File: src/hw/rtl/sdspi_pkg.sv
package sdspi_pkg;

   localparam int unsigned BLOCK_BYTES = 512;
   localparam int unsigned BUF_AW = $clog2(BLOCK_BYTES);

   typedef enum logic [4:0] {
      PH_IDLE, PH_CLK, PH_FRAME, PH_POLL, PH_LONG, PH_TAIL, PH_TOKEN, PH_RDATA,
      PH_RCRC, PH_WGAP, PH_WTOKEN, PH_WDATA, PH_DRESP, PH_BUSY
   } phase_type;

   typedef enum logic [1:0] {
      KIND_INIT, KIND_RAW, KIND_READ, KIND_WRITE
   } kind_type;

   localparam logic [2:0] OP_INIT     = 3'd0;
   localparam logic [2:0] OP_RAW      = 3'd1;
   localparam logic [2:0] OP_READ     = 3'd2;
   localparam logic [2:0] OP_WRITE    = 3'd3;
   localparam logic [2:0] OP_LOAD     = 3'd4;
   localparam logic [2:0] OP_EXCHANGE = 3'd5;

   localparam logic [2:0] ST_OK        = 3'd0;
   localparam logic [2:0] ST_BAD_R1    = 3'd1;
   localparam logic [2:0] ST_NO_TOKEN  = 3'd2;
   localparam logic [2:0] ST_BAD_FMT   = 3'd3;
   localparam logic [2:0] ST_CRC_REJ   = 3'd4;
   localparam logic [2:0] ST_WR_ERR    = 3'd5;
   localparam logic [2:0] ST_OTHER_REJ = 3'd6;

   localparam logic [2:0] DRESP_OK  = 3'b010;
   localparam logic [2:0] DRESP_CRC = 3'b101;
   localparam logic [2:0] DRESP_WR  = 3'b110;

   localparam logic [7:0] IDLE_BYTE   = 8'hFF;
   localparam logic [7:0] START_TOKEN = 8'hFE;

   typedef struct packed {
      logic [2:0]  opcode;
      logic [5:0]  command_index;
      logic [31:0] command_argument;
      logic [7:0]  crc_byte;
      logic        long_response;
      logic [31:0] block_number;
      logic [8:0]  load_offset;
      logic [7:0]  load_value;
      logic [7:0]  received_byte;
   } req_payload_type;

   typedef struct packed {
      logic        send_valid;
      logic [7:0]  send_byte;
      logic        select_active;
      logic        read_valid;
      logic [7:0]  read_data;
      logic [8:0]  read_offset;
      logic        finished;
      logic [2:0]  status;
      logic [7:0]  response_r1;
      logic [31:0] ocr_value;
      logic        high_capacity;
   } rsp_payload_type;

   typedef struct packed {
      logic              wr_en;
      logic [BUF_AW-1:0] wr_addr;
      logic [7:0]        wr_data;
      logic [BUF_AW-1:0] rd_addr;
   } wbuf_ctrl_type;

endpackage

File: src/hw/rtl/sdspi_wbuf.sv
module sdspi_wbuf import sdspi_pkg::*; (
   input  logic          clock,
   input  wbuf_ctrl_type ctrl,
   output logic [7:0]    rd_data
);

   logic [7:0] mem [BLOCK_BYTES];

   always_ff @(posedge clock) begin
      if (ctrl.wr_en) begin
         mem[ctrl.wr_addr] <= ctrl.wr_data;
      end
      rd_data <= mem[ctrl.rd_addr];
   end

endmodule

File: config.mk
export PLATFORM = sky130hd
export DESIGN_NAME = sdspi_wbuf
export DESIGN_NICKNAME = d
export VERILOG_FILES = /design/src/hw/rtl/sdspi_pkg.sv /design/src/hw/rtl/sdspi_wbuf.sv
export SDC_FILE = /design/constraint.sdc
export NUM_CORES = 2
export LEC_CHECK = 0
export BUFFER_PORTS_ARGS = -buffer_cell sky130_fd_sc_hd__buf_2
export CAP_MARGIN = 5
export CORE_MARGIN = 2
export CORE_UTILIZATION = 37
export CTS_BUF_LIST = sky130_fd_sc_hd__clkbuf_16
export CTS_CLUSTER_DIAMETER = 40
export CTS_CLUSTER_SIZE = 8
export DETAILED_ROUTE_END_ITERATION = 7
export GPL_TIMING_DRIVEN = 0
export HOLD_SLACK_MARGIN = 0.08
export SLEW_MARGIN = 20
export SYNTH_ARGS = -nofsm -noshare
export SYNTH_HDL_FRONTEND = slang
export SYNTH_SLANG_ARGS = --single-unit
export TNS_END_PERCENT = 30
File: constraint.sdc
create_clock -name clock -period 2.7 [get_ports clock]
set_input_delay 0.54 -clock clock [delete_from_list [all_inputs] [get_ports clock]]
set_output_delay 0.54 -clock clock [all_outputs]
set_load 0.05 [all_outputs]
After elaboration in Yosys (flattened, before gate mapping). Memory sizes are Yosys's and may differ from the RTL's. A register that Yosys moved wholly into a read port is not among the register bits. Cells that the tools add are included.

Bits in read-only memories: 0. Word-level logic and storage cells: 3. Latch bits: 0. Register bits: 0. Memories kept: 1. RAM bits: 4096. Input port bits: 28.

Multiply operators: 0. Add/sub/neg operators: 0. Reduce and logical (&&, ||, !) cells: 0. Muxes and demuxes: 2. Shift operators: 0. Bitwise gates (word level): 0. Equality and inequality tests: 0. Div/mod/pow operators: 0. $lt $le $gt $ge: 0.

Memories: mem (depth 512, bits a word 8, rd ports 1, clocked after Yosys merged registers in 1, write ports 1, RTL line sdspi_wbuf.sv:7) `logic [7:0] mem [BLOCK_BYTES];`.

Operator list (count): 1-bit two-way mux (2).

Longest topological paths before layout.
Depth after elaboration: 2. Gate-level depth with buffers: 12.

Worst setup path before layout. OpenSTA, ideal clock, no wires.

Kind: input to register. Start: in ctrl[0] in the netlist's numbering. End: reg rd_data[0] (read register of mem). Arrival time: 2394 ps. Required time: 2582 ps. Stages: 10. Library setup time: 118 ps. Path slack: 188 ps. Buffers on the path: 4. Path through: buf_4 buf_12 buf_12 buf_2 mux4_2 o21ai_0 nand3_1 nand4_1 o21ai_0 o2111a_1.

RTL lines: from (decl) (RTL line sdspi_wbuf.sv:3) `input wbuf_ctrl_type ctrl,`; to (decl) (RTL line sdspi_wbuf.sv:4) `output logic [7:0] rd_data`.

==> flow_summary.ini <==
[yosys]
synth_top_family_by_area = multiplexers
synth_xor_area_share_pct = 0
synth_seq_cells = 4104
synth_cell_types = 51
synthFlopType = edfxtp_1
yosys.area_share.simple_pct = 2.63
synth-warning-count = 0
syn-num-nets = 8058
postSynth.asyncResetShare_pct = 0
yosysSeqAreaShare_pct = 77.0
synthMuxAreaShare_pct = 14.2
netlist_area_um2 = 160000
synth_compound_area_share_pct = 4.31
syn_inst = 8030
synthAdderAreaFrac_pct = 0
syn_avg_cell_area_um2 = 19.9
synth_edf_count = 4096

[clock_tree]
root_buffer = clkbuf_16
worstSkewPairLatency_ps = 1100
cts_max_level = 6
ctsLongestPathBuffers = 4
cts_buffers = 633
numClockSinks = 4104
cts_tree = yes
clk_pin_slew_ps = 50

[placed_design]
globalplace.congestion = 0.992
dpl-instance-area_um2 = 171000
hpwl_um = 444000
place_ws_ps = -2890
dp.cells = 13900
portBuffers = 31

[route]
via_per_inst = 6.29
first_iter_violations = 15700
wl_per_cell_um = 41.8
drtAntennaViolNets = 0
firstDrtPassIters = 8
drc = 3
vias = 93700
wl_um = 623000

[worst_setup_path]
required_ps = 3710
path_common_cell = nor4_4
reg2reg_depth = 7
slowest_stage = nor4_4
end_kind = register
startpoint_type = primary input
r2r_start = mem[34][4]$_DFFE_PP_
r2r_setup_slack_ps = -60
cp.arrival_ps = 3910
crit_fanout = 10
critical_path.max_stage_delay_ps = 560
path_cells = buf_4, inv_2, buf_6, clkbuf_4, o221ai_4, nor3_1, nor4_4, o311ai_2, nor4_4, o2111a_2
r2r-end = rd_data[4]$_DFF_P_
crit_type = in2reg

[global_routing]
grt_overflow = 0
grt_first_pass_wirelength_um = 810000
grt_max_degree = 129
track_usage_pct = 27.9
grt_pass1_vias = 89300
grt_antenna_before_repair = 76

[finish]
final_common_cell = edfxtp_1
final_util_pct = 44.7
fin_nets = 8890
drive_gt1_share_pct = 25.0
final_area_um2 = 192000
stdcell_count = 14900
syn_to_final_growth_pct = 20.3
layout_common_cells = 4096 x edfxtp_1, 796 x mux2i_1, 654 x mux4_2, 642 x clkbuf_16, 580 x nor2_1

[sta]
post-route-min-period_ps = 2900
setup_viol = 155
worst_pin_slew_ps = 1220
clock-skew-final_ps = 45.7
max_freq_mhz = 345
report.final.slew_viol_count = 0
relSlewSlack_pct = 18.5
rsz0062_at_grt = yes
finalHoldViolCount = 0
finalWorstSetupSlack_ps = -197
post-route-period-util_pct = 107

[die]
rows = 241
initial_core_util_pct = 37.1
die_w_um = 661
fp.coreArea_um2 = 431000
die_h_um = 661
ios = 36
dieArea_um2 = 438000

[status]
status = finished, violations left
violations = DRC, setup timing

[job]
cap_violations = 0

[worst_hold_path]
holdPathStages = 3
min_to = mem[31][6]$_DFFE_PP_
hold_start = ctrl[18]
hp-class = in2reg

[power]
power.density_nw_per_um2 = 792
power_mw = 152
max-vdd-ir-drop_uv = 698
p_leak_nw = 62.0
-- sequential cells by signal, indices dropped and copies added (netlist names) --
| signal | flops |
|---|---|
| mem | 4096 |
| rd_data | 8 |
-- power breakdown --
part           internal, mW  total (mW)  switching (mW)
logic                  2.71        9.60            6.89
clock network          44.3        72.4            28.1
registers              70.3        70.4          0.0226
-- cells in the mapped netlist (all sizes together), types with 7 or more instances --
cell | n | area (um2)
mux4 | 654 | 14700
nor3b | 8 | 60.1
o21ai | 119 | 596
nand4 | 32 | 200
mux2i | 797 | 7980
a22oi | 61 | 458
nor3 | 109 | 546
nand2 | 111 | 417
edfxtp | 4096 | 123000
o31ai | 13 | 97.6
clkbuf | 265 | 995
a21oi | 194 | 971
nor2 | 597 | 2240
o22ai | 163 | 1020
nand3 | 36 | 180
and2 | 20 | 125
dfxtp | 8 | 160
a211oi | 17 | 128
o41ai | 7 | 61.3
o2111a | 8 | 90.1
o221ai | 372 | 3260
nor4 | 36 | 225
buf | 248 | 1950
-- layout make-up --
cell class	count	area, um2
diodes	64	160
plain buffers	508	4370
clock buffers	641	16000
clock inverters	239	2240
fillers	36200	238000
inverters	3	15.0
multi-input cells	3410	35600
flip-flops and latches	4104	123000
well taps	5710	7140
repair buffers	202	3770
-- layer usage --
metal / GRT usage [%] / share of wire (%) / routed length [um] / vias up
li1: - / - / - / 35200
met1: 34.9 / 35 / 218000 / 49200
met2: 40.6 / 43 / 269000 / 7518
met3: 9.91 / 14 / 85700 / 1679
met4: 19.0 / 8.0 / 49700 / 24
met5: 0 / 0.053 / 333 / -
-- worst max path at each step --
stage	depth (start not counted)	to	slack [ps]	startpoint
floorplan	10	rd_data[0]$_DFF_P_	190	ctrl[0]
CTS	11	rd_data[6]$_DFF_P_	-20	ctrl[0]
detailed placement	10	rd_data[4]$_DFF_P_	-2890	ctrl[4]
global placement	1	mem[374][2]$_DFFE_PP_	-6850	ctrl[11]
finish	10	rd_data[4]$_DFF_P_	-200	ctrl[4]
global route	6	mem[424][2]$_DFFE_PP_	3	ctrl[24]
-- kinds of logic (layout without fill, tap and decap cells) --
kind of cell,count (synthesis),count (layout)
multiplexers,1451,1451
flip-flops,4104,4104
buffers and inverters,516,1593
AO/OA/AOI/OAI,979,979
AND/OR/NAND/NOR,980,980
other,0,64
-- what timing repair did --
item / in CTS / in global routing
resized for setup: 583 / 157
hold buffers: 8 / 0
pin swaps: 39 / 42
setup endpoints to repair: 16 / 35
endpoints found under the hold margin: 401 / 0
setup buffers: 8 / 17
-- critical path, delay by kind of cell --
kind                   cells  cell delay (ps)
and+or+nand+nor            3             1260
buffers and inverters      4             1190
AOI/OAI and AO/OA          3              840
-- metrics by stage --
stage          setup TNS, ps  hold slack [ps]
6_report              -11650              191
5_1_grt                    0              218
4_1_cts                -61.5              180
3_5_place_dp        -2047140              911
3_3_place_gp               -             1010
2_1_floorplan              0              639
No activity file was read; power rests on OpenSTA's default activity.
